`src/rtl/assert_macros.svh`:
```
// Assertion macros shared by the RTL files of the console line editor.
// No dependencies; included by the files that carry concurrent assertions.
`ifndef ASSERT_MACROS_SVH
`define ASSERT_MACROS_SVH
`ifndef SYNTH
// Clocked assertion with a synchronous active-low reset that disables it.
`define ASSERT_CLK(lbl, clk, rst_n, prop, msg) \
    lbl: assert property (@(posedge clk) disable iff (!(rst_n)) (prop)) else $error(msg);
// Implication form that checks the consequent in the cycle after the antecedent.
`define ASSERT_NEXT(lbl, clk, rst_n, ante, cons, msg) \
    lbl: assert property (@(posedge clk) disable iff (!(rst_n)) (ante) |=> (cons)) \
        else $error(msg);
`else
`define ASSERT_CLK(lbl, clk, rst_n, prop, msg)
`define ASSERT_NEXT(lbl, clk, rst_n, ante, cons, msg)
`endif
`endif

```
`src/rtl/cle_pkg.sv`:
```
// Shared types and constants of the console line editor.
// No dependencies; used by every module of the block.
package cle_pkg;

    localparam int LINE_CAPACITY = 32;
    localparam int IDX_W         = $clog2(LINE_CAPACITY);
    localparam int CNT_W         = 6;
    localparam int CMD_DEPTH     = 2;

    localparam logic [7:0] BYTE_CR    = 8'h0D;
    localparam logic [7:0] BYTE_LF    = 8'h0A;
    localparam logic [7:0] BYTE_BS    = 8'h08;
    localparam logic [7:0] BYTE_DEL   = 8'h7F;
    localparam logic [7:0] BYTE_SPACE = 8'h20;

    localparam logic [1:0] KIND_ECHO = 2'd0;
    localparam logic [1:0] KIND_CHAR = 2'd1;
    localparam logic [1:0] KIND_END  = 2'd2;

    typedef enum logic [1:0] {
        OP_STORE = 2'd0,
        OP_ERASE = 2'd1,
        OP_LINE  = 2'd2
    } t_op;

    // One command for the back end: store, erase, or complete the line.
    typedef struct packed {
        t_op              op;
        logic [6:0]       ch;
        logic [CNT_W-1:0] len;
    } t_cmd;

    typedef struct packed {
        logic valid;
        t_cmd cmd;
    } t_push;

endpackage

```
`src/rtl/cle_front.sv`:
```
// Front end: accepts received bytes, tracks line length and CR state,
// and issues commands to the queue. Depends on cle_pkg.
module cle_front (
    input  logic          i_clk,
    input  logic          i_rst_n,
    input  logic          s_axis_tvalid,
    output logic          s_axis_tready,
    input  logic [7:0]    s_axis_tdata,   // [7:0] rx_byte
    input  logic          i_full,
    output cle_pkg::t_push o_push
);
    import cle_pkg::*;

    logic [CNT_W-1:0] r_count, n_count;
    logic             r_saw_cr, n_saw_cr;
    logic             accept;
    logic [7:0]       c;

    assign s_axis_tready = !i_full;
    assign accept        = s_axis_tvalid && !i_full;
    assign c             = s_axis_tdata;

    always_comb begin
        n_count         = r_count;
        n_saw_cr        = r_saw_cr;
        o_push.valid    = 1'b0;
        o_push.cmd.op   = OP_STORE;
        o_push.cmd.ch   = c[6:0];
        o_push.cmd.len  = r_count;
        if (accept) begin
            if (c == BYTE_LF && r_saw_cr) begin
                n_saw_cr = 1'b0;
            end else begin
                n_saw_cr = (c == BYTE_CR);
                if (c == BYTE_CR || c == BYTE_LF) begin
                    o_push.valid  = 1'b1;
                    o_push.cmd.op = OP_LINE;
                    n_count       = '0;
                end else if (c == BYTE_BS || c == BYTE_DEL) begin
                    if (r_count != '0) begin
                        o_push.valid  = 1'b1;
                        o_push.cmd.op = OP_ERASE;
                        n_count       = r_count - 1'b1;
                    end
                end else if (c >= BYTE_SPACE && c < BYTE_DEL
                             && r_count < CNT_W'(LINE_CAPACITY - 1)) begin
                    // The new character goes to the slot at the current count.
                    o_push.valid = 1'b1;
                    n_count      = r_count + 1'b1;
                end
            end
        end
    end

    always_ff @(posedge i_clk) begin
        if (!i_rst_n) begin
            r_count  <= '0;
            r_saw_cr <= 1'b0;
        end else begin
            r_count  <= n_count;
            r_saw_cr <= n_saw_cr;
        end
    end

endmodule

```
`src/rtl/cle_cmd_fifo.sv`:
```
// Short command queue between the front end and the back end.
// Depends on cle_pkg for the command type and depth.
module cle_cmd_fifo (
    input  logic           i_clk,
    input  logic           i_rst_n,
    input  cle_pkg::t_push i_push,
    output logic           o_full,
    output logic           o_valid,
    output cle_pkg::t_cmd  o_cmd,
    input  logic           i_pop
);
    import cle_pkg::*;

    localparam int PTR_W = (CMD_DEPTH > 1) ? $clog2(CMD_DEPTH) : 1;
    localparam int FILL_W = $clog2(CMD_DEPTH + 1);

    t_cmd              r_slot [CMD_DEPTH];
    logic [PTR_W-1:0]  r_wr_ptr, r_rd_ptr;
    logic [FILL_W-1:0] r_fill;
    logic              do_push, do_pop;

    assign o_full  = (r_fill == FILL_W'(CMD_DEPTH));
    assign o_valid = (r_fill != '0);
    assign o_cmd   = r_slot[r_rd_ptr];
    assign do_push = i_push.valid && !o_full;
    assign do_pop  = i_pop && o_valid;

    always_ff @(posedge i_clk) begin
        if (do_push) begin
            r_slot[r_wr_ptr] <= i_push.cmd;
        end
    end

    always_ff @(posedge i_clk) begin
        if (!i_rst_n) begin
            r_wr_ptr <= '0;
            r_rd_ptr <= '0;
            r_fill   <= '0;
        end else begin
            if (do_push) begin
                r_wr_ptr <= (r_wr_ptr == PTR_W'(CMD_DEPTH - 1)) ? '0 : r_wr_ptr + 1'b1;
            end
            if (do_pop) begin
                r_rd_ptr <= (r_rd_ptr == PTR_W'(CMD_DEPTH - 1)) ? '0 : r_rd_ptr + 1'b1;
            end
            case ({do_push, do_pop})
                2'b10:   r_fill <= r_fill + 1'b1;
                2'b01:   r_fill <= r_fill - 1'b1;
                default: r_fill <= r_fill;
            endcase
        end
    end

endmodule

```
`src/rtl/cle_back.sv`:
```
// Back end: executes queued commands, owns the line store, and drives
// the registered output word. Depends on cle_pkg.
module cle_back (
    input  logic          i_clk,
    input  logic          i_rst_n,
    input  logic          i_valid,
    input  cle_pkg::t_cmd i_cmd,
    output logic          o_pop,
    output logic          m_axis_tvalid,
    input  logic          m_axis_tready,
    output logic [15:0]   m_axis_tdata,   // [7:0] out_byte, [13:8] line_length, zero pad
    output logic [1:0]    m_axis_tuser,   // [1:0] out_kind
    output logic          m_axis_tlast    // last
);
    import cle_pkg::*;

    typedef enum logic [1:0] {
        S_IDLE,
        S_ERASE_SP,
        S_ERASE_BS,
        S_LINE
    } t_state;

    t_state           r_state, n_state;
    logic [CNT_W-1:0] r_idx, n_idx;
    logic [CNT_W-1:0] r_len, n_len;
    logic [6:0]       r_store [LINE_CAPACITY];
    logic [6:0]       r_rd_data;
    logic             mem_we;

    logic             r_out_valid;
    logic [1:0]       r_out_kind;
    logic [7:0]       r_out_byte;
    logic [CNT_W-1:0] r_out_len;
    logic             r_out_last;

    logic             out_free, emit, e_last;
    logic [1:0]       e_kind;
    logic [7:0]       e_byte;
    logic [CNT_W-1:0] e_len;

    assign out_free = !r_out_valid || m_axis_tready;

    always_comb begin
        n_state = r_state;
        n_idx   = r_idx;
        n_len   = r_len;
        o_pop   = 1'b0;
        mem_we  = 1'b0;
        emit    = 1'b0;
        e_kind  = KIND_ECHO;
        e_byte  = '0;
        e_len   = '0;
        e_last  = 1'b0;
        unique case (r_state)
            S_IDLE: begin
                if (i_valid && out_free) begin
                    o_pop = 1'b1;
                    emit  = 1'b1;
                    unique case (i_cmd.op)
                        OP_STORE: begin
                            mem_we = 1'b1;
                            e_byte = {1'b0, i_cmd.ch};
                            e_last = 1'b1;
                        end
                        OP_ERASE: begin
                            e_byte  = BYTE_BS;
                            n_state = S_ERASE_SP;
                        end
                        OP_LINE: begin
                            e_byte  = BYTE_LF;
                            n_idx   = '0;
                            n_len   = i_cmd.len;
                            n_state = S_LINE;
                        end
                        default: begin
                            emit = 1'b0;
                        end
                    endcase
                end
            end
            S_ERASE_SP: begin
                if (out_free) begin
                    emit    = 1'b1;
                    e_byte  = BYTE_SPACE;
                    n_state = S_ERASE_BS;
                end
            end
            S_ERASE_BS: begin
                if (out_free) begin
                    emit    = 1'b1;
                    e_byte  = BYTE_BS;
                    e_last  = 1'b1;
                    n_state = S_IDLE;
                end
            end
            S_LINE: begin
                if (out_free) begin
                    emit = 1'b1;
                    if (r_idx == r_len) begin
                        e_kind  = KIND_END;
                        e_len   = r_len;
                        e_last  = 1'b1;
                        n_state = S_IDLE;
                    end else begin
                        e_kind = KIND_CHAR;
                        e_byte = {1'b0, r_rd_data};
                        n_idx  = r_idx + 1'b1;
                    end
                end
            end
            default: n_state = S_IDLE;
        endcase
    end

    // The read address follows the next index, so the registered data
    // always belongs to the current index.
    always_ff @(posedge i_clk) begin
        if (mem_we) begin
            r_store[i_cmd.len[IDX_W-1:0]] <= i_cmd.ch;
        end
        r_rd_data <= r_store[n_idx[IDX_W-1:0]];
    end

    always_ff @(posedge i_clk) begin
        if (!i_rst_n) begin
            r_state     <= S_IDLE;
            r_out_valid <= 1'b0;
        end else begin
            r_state <= n_state;
            if (emit) begin
                r_out_valid <= 1'b1;
            end else if (m_axis_tready) begin
                r_out_valid <= 1'b0;
            end
        end
        r_idx <= n_idx;
        r_len <= n_len;
        if (emit) begin
            r_out_kind <= e_kind;
            r_out_byte <= e_byte;
            r_out_len  <= e_len;
            r_out_last <= e_last;
        end
    end

    assign m_axis_tvalid = r_out_valid;
    assign m_axis_tdata  = {2'b00, r_out_len, r_out_byte};
    assign m_axis_tuser  = r_out_kind;
    assign m_axis_tlast  = r_out_last;

endmodule

```
`src/rtl/console_line_editor.sv`:
```
// Top level of the console line editor: front end, command queue, back end.
// Depends on cle_pkg, cle_front, cle_cmd_fifo, cle_back and assert_macros.svh.
//
//  Channel   Direction  tdata               tuser       tlast
//  s_axis    in         rx_byte [7:0]       -           -
//  m_axis    out        out_byte [7:0],     out_kind    last
//                       line_length [13:8]
//
// The front end takes one byte a cycle while the command queue has room. The back
// end issues one output word a cycle while the output register is free: an echo
// gives one word, an erase three and a line end with N characters N+2. Synchronous
// active-low reset empties the queue and the output register and clears the length
// and CR state. A stalled output holds its word; the front keeps accepting until
// the queue fills.
`include "assert_macros.svh"

module console_line_editor (
    input  logic        i_clk,
    input  logic        i_rst_n,
    input  logic        s_axis_tvalid,
    output logic        s_axis_tready,
    input  logic [7:0]  s_axis_tdata,   // [7:0] rx_byte
    output logic        m_axis_tvalid,
    input  logic        m_axis_tready,
    output logic [15:0] m_axis_tdata,   // [7:0] out_byte, [13:8] line_length, [15:14] zero
    output logic [1:0]  m_axis_tuser,   // [1:0] out_kind
    output logic        m_axis_tlast    // last
);
    import cle_pkg::*;

    t_push      push;
    t_cmd       cmd;
    logic       fifo_full, fifo_valid, pop;
    logic       out_end, out_mid;
    logic [5:0] out_len;

    // Classification, line length and CR/LF pairing happen here.
    cle_front u_front (
        .i_clk         (i_clk),
        .i_rst_n       (i_rst_n),
        .s_axis_tvalid (s_axis_tvalid),
        .s_axis_tready (s_axis_tready),
        .s_axis_tdata  (s_axis_tdata),
        .i_full        (fifo_full),
        .o_push        (push)
    );

    // Commands wait here so that the byte stream keeps flowing while a
    // line is replayed.
    cle_cmd_fifo u_fifo (
        .i_clk   (i_clk),
        .i_rst_n (i_rst_n),
        .i_push  (push),
        .o_full  (fifo_full),
        .o_valid (fifo_valid),
        .o_cmd   (cmd),
        .i_pop   (pop)
    );

    // Stores characters, replays the line and sequences the echo words.
    cle_back u_back (
        .i_clk         (i_clk),
        .i_rst_n       (i_rst_n),
        .i_valid       (fifo_valid),
        .i_cmd         (cmd),
        .o_pop         (pop),
        .m_axis_tvalid (m_axis_tvalid),
        .m_axis_tready (m_axis_tready),
        .m_axis_tdata  (m_axis_tdata),
        .m_axis_tuser  (m_axis_tuser),
        .m_axis_tlast  (m_axis_tlast)
    );

    // Output word classes seen by the checks below.
    assign out_end = m_axis_tvalid && (m_axis_tuser == KIND_END);
    assign out_mid = m_axis_tvalid && (m_axis_tuser != KIND_END);
    assign out_len = m_axis_tdata[13:8];

    // The front end must never issue a command that the queue cannot hold.
    `ASSERT_CLK(a_no_push_full, i_clk, i_rst_n, !(push.valid && fifo_full), "push on full queue")
    // An end-of-line word always closes the results of its byte.
    `ASSERT_CLK(a_end_is_last, i_clk, i_rst_n, !out_end || m_axis_tlast, "end of line without last")
    // Only the end-of-line word carries a length.
    `ASSERT_CLK(a_len_at_end, i_clk, i_rst_n, !out_mid || out_len == '0, "stray line length")
    // A popped command always produces an output word in the next cycle.
    `ASSERT_NEXT(a_pop_emits, i_clk, i_rst_n, pop, m_axis_tvalid, "popped command gave no word")

endmodule
```
`config.mk`:
```
export PLATFORM = sky130hd
export DESIGN_NAME = console_line_editor
export DESIGN_NICKNAME = d
export VERILOG_FILES = /design/src/rtl/cle_pkg.sv /design/src/rtl/cle_front.sv /design/src/rtl/cle_cmd_fifo.sv /design/src/rtl/cle_back.sv /design/src/rtl/console_line_editor.sv
export VERILOG_INCLUDE_DIRS = /design/src /design/src/rtl
export SDC_FILE = /design/constraint.sdc
export NUM_CORES = 1
export LEC_CHECK = 0
export BUFFER_PORTS_ARGS = -buffer_cell sky130_fd_sc_hd__buf_4
export CAP_MARGIN = 20
export CORE_ASPECT_RATIO = 1.5
export CORE_UTILIZATION = 40
export CTS_CLUSTER_SIZE = 24
export DETAILED_ROUTE_END_ITERATION = 8
export GPL_TIMING_DRIVEN = 0
export PLACE_DENSITY_LB_ADDON = 0.15
export SYNTH_ARGS = -nofsm -noshare
export SYNTH_HDL_FRONTEND = slang
export SYNTH_SLANG_ARGS = --single-unit
```
`constraint.sdc`:
```
create_clock -name i_clk -period 4.06 [get_ports i_clk]
set_input_delay 0.203 -clock i_clk [delete_from_list [all_inputs] [get_ports i_clk]]
set_output_delay 0.203 -clock i_clk [all_outputs]
set_load 0.03 [all_outputs]
```
==> metrics.txt <==
Root Buffer=clkbuf_16; setup violators final=0; Detailed Routing Iterations Pass 1=8; fmax=252.4 MHz; WP data arrival=between 4 and 5 ns; CP Depth=12; worst-case clock buffer depth=3; Initial DRC Count=830; WL/cell=24.85 µm; Skew-Pair Late Insertion Delay=between 0.5 and 0.6 ns; Residual DRC=1; fill cell count=roughly 3,000; post-synthesis sequential element count=304; Startpoint Class=register; Comb pwr share=32.1%; Seq pwr share=39.7%; Netlist Area Pre-Place=13,530 µm²; fraction of registers with async set/reset=0%; Most used DFF post-synth=edfxtp_1; RSZ-0062 raised after global routing=no; switching share of total power=34.83%; post-DP HPWL=26,230 µm; total grt overflow=0; Worst Hold End=u_front.r_saw_cr; Worst Hold Class=primary input to register; DR vias/cell=5.990; final wirelength=38,760 µm; CTS sink count=about 300; Worst EP required=4.48 ns; Die ar.=~35,000 µm²; Die Height=227.2 µm; Distinct cells, synth=65; EDFF count, synth=around 280; Tmin final=roughly 4.0 ns; peak supply drop=between 0.3 and 0.4 mV; Slowest cell on crit path=or3_1; Critical Path Fanout Max=10; post-placement setup slack=-0.9863 ns; CTS Buf Count=28; pwr dens=638.7 nW/µm²; slew margin rel.=37.73%; Final nets=~1,100; Mapped Cells=1,048; CP cell instances=inv_1 > ha_1 > nand2b_1 > or3_1 > o211ai_4 > inv_1 > nor2_2 > buf_2 > a22oi_1 > a31oi_1 > o211ai_1 > a32oi_1; CP most frequent cell=inv_1; CTS tree=built; width of the die=roughly 150 µm; DP Area=14,290 µm²; layout cells sized above 1=13.25%; Slew @ Worst Pin=0.9340 ns; area added between synthesis and finish=15.02%; skew final=0.009296 ns; I/O pin total=33; status=finished with violations; CP endpoint kind=register; internal power=6476 µW; first-pass GRT wire length=58,300 µm; Final Cell Area=15,560 µm²; reg-to-reg startpoint=u_back.r_state[0]; FP Rows=82; R2R depth=12; H-tree depth=1; Non-Filler Instances=1,560; Max-Cap Viols=0; Slowest Stage Delay on Critical Path=0.42 ns; register-to-register setup slack=0.1 ns; worst reg2reg path endpoint=u_back.r_rd_data[3]; Leakage=0.005177 µW; Routed Antenna Nets=0; GRT Overall Usage=between 20% and 30%; Seq/Total Area, Yosys=65.48%; Initial Utilization=40.57%; placed cell count=1,500; Ys Warns=0; Hold Crit Start=s_axis_tvalid; Final Wtd Congestion=approximately 0.91; diodes inserted=0; Slew Limit Fails=0; DR vias=slightly above 9,000; Final Hold Fails=0; pin count of the biggest net entering global routing=34; Final WS setup=0.09826 ns; commonest non-fill, non-tap cell in the layout=edfxtp_1; Mapped Avg Cell Area=12.91 µm²; Bufs and invs on worst path=3; hold_ws=about 0.11 ns; Psw=about 3500 µW; core area=between 30,000 and 40,000 µm²; vias in the first global route=9,390; post-layout util=46.67%; Crit path max-delay family=compound AO/OA/AOI/OAI gates; Clk pwr share=28.3%; WHS Path Cells=4; IO Port Bufs=29; WS Path Type=register to register; antenna violations before repair=0; fin crit share=between 90 and 100%; clock-pin slew on the worst setup and hold paths=around 0.06 ns; failing checks=design-rule violations; most frequent cells in the layout=edfxtp_1, nand2_1, nand3_1, nor2_1, mux2i_1
layout make-up:
class / count / area (µm²) / share of cell area, %
buffer: 66 / 336.6 / 2.163
clock buffer: 34 / 744.5 / 4.784
clock inverter: 17 / 229.0 / 1.471
inverter: 32 / 121.4 / 0.7799
multi-input combinational: 647 / 4412 / 28.35
sequential: 304 / 8860 / 56.93
tap: 420 / 525.5 / 3.377
timing repair buffer: 40 / 332.8 / 2.139
cell families (layout without fill, tap and decap cells):
| kind of cell | count (synthesis) | in the layout | share of synthesized area (%) |
|---|---|---|---|
| compound gates | 233 | 233 | 13.27 |
| xor+xnor | 14 | 14 | 0.9063 |
| fa+ha+maj | 14 | 14 | 1.350 |
| buf+inv | 99 | 189 | 3.292 |
| flops | 304 | 304 | 65.48 |
| mux | 63 | 63 | 4.763 |
| other cells | 1 | 3 | 0.02772 |
| simple gates | 320 | 320 | 10.91 |
metal layers:
layer	global-route usage, %	wire length [µm]
met1	25.65	14410
met2	41.97	20200
met3	2.817	2179
met4	12.28	1968
met5	0	0
power groups by stage:
stage	clock network [µW]	logic, µW	registers, µW
3_5_place_dp	0	2990	4000
5_1_grt	2950	3400	3960
2_1_floorplan	0	1710	4140
3_3_place_gp	0	2960	4000
6_report	2810	3190	3940
4_1_cts	2850	3110	3940
timing repair:
item	in CTS	in global routing
pin swaps	2	2
endpoints found under the hold margin	19	0
gates resized for setup	29	18
endpoints found under the setup margin	8	7
setup buffers	2	0
hold buffers	8	0
flip-flops by register name (all words and copies together), names as in the netlist, 6 cells and up, named ones only:
signal / count
u_back.r_out_byte: 7
u_back.r_rd_data: 7
u_back.r_len: 6
u_front.r_count: 6
u_back.r_out_len: 6
u_back.r_idx: 6
u_fifo.r_slot: 30
u_back.r_store: 224
Yosys cell counts (19+ instances only):
cell / instances / area share [%]
nand2_1: 109 / 3.0
nor2_1: 66 / 1.8
a221oi_1: 32 / 2.1
dfxtp_1: 27 / 4.0
nand3_1: 74 / 2.7
inv_1: 29 / 0.80
clkbuf_1: 36 / 1.0
edfxtp_1: 277 / 61
a21oi_1: 19 / 0.70
a31oi_1: 27 / 1.2
mux2i_1: 52 / 3.8
buf_2: 19 / 0.70
per-stage QoR:
stage	power (µW)	TNS, ns
after floorplan	5855	0
after global placement	6959	-6.489
after detailed placement	6987	-6.612
after CTS	9896	0
after global routing	10310	0
final	9938	0
how the worst max path moves through the flow:
stage	slack, ns	endpoint	startpoint
after floorplan	0.70	u_back.r_rd_data[0]	register
after CTS	0.05	u_back.r_rd_data[0]	register
after global routing	0.03	u_back.r_rd_data[3]	u_back.r_state[0]
after global placement	-1.03	u_back.r_rd_data[6]	register
after detailed placement	-0.99	u_back.r_rd_data[0]	register
final	0.1	u_back.r_rd_data[3]	u_back.r_state[0]
worst register-to-register path, stage by stage, from the launching register on:
cell and delay [ns]:
dfxtp_1 0.39, inv_1 0.09, ha_1 0.39, nand2b_1 0.32, or3_1 0.42, o211ai_4 0.32, inv_1 0.22, nor2_2 0.33
buf_2 0.34, a22oi_1 0.14, a31oi_1 0.38, o211ai_1 0.14, a32oi_1 0.37
(Power assumes the default switching activity.)
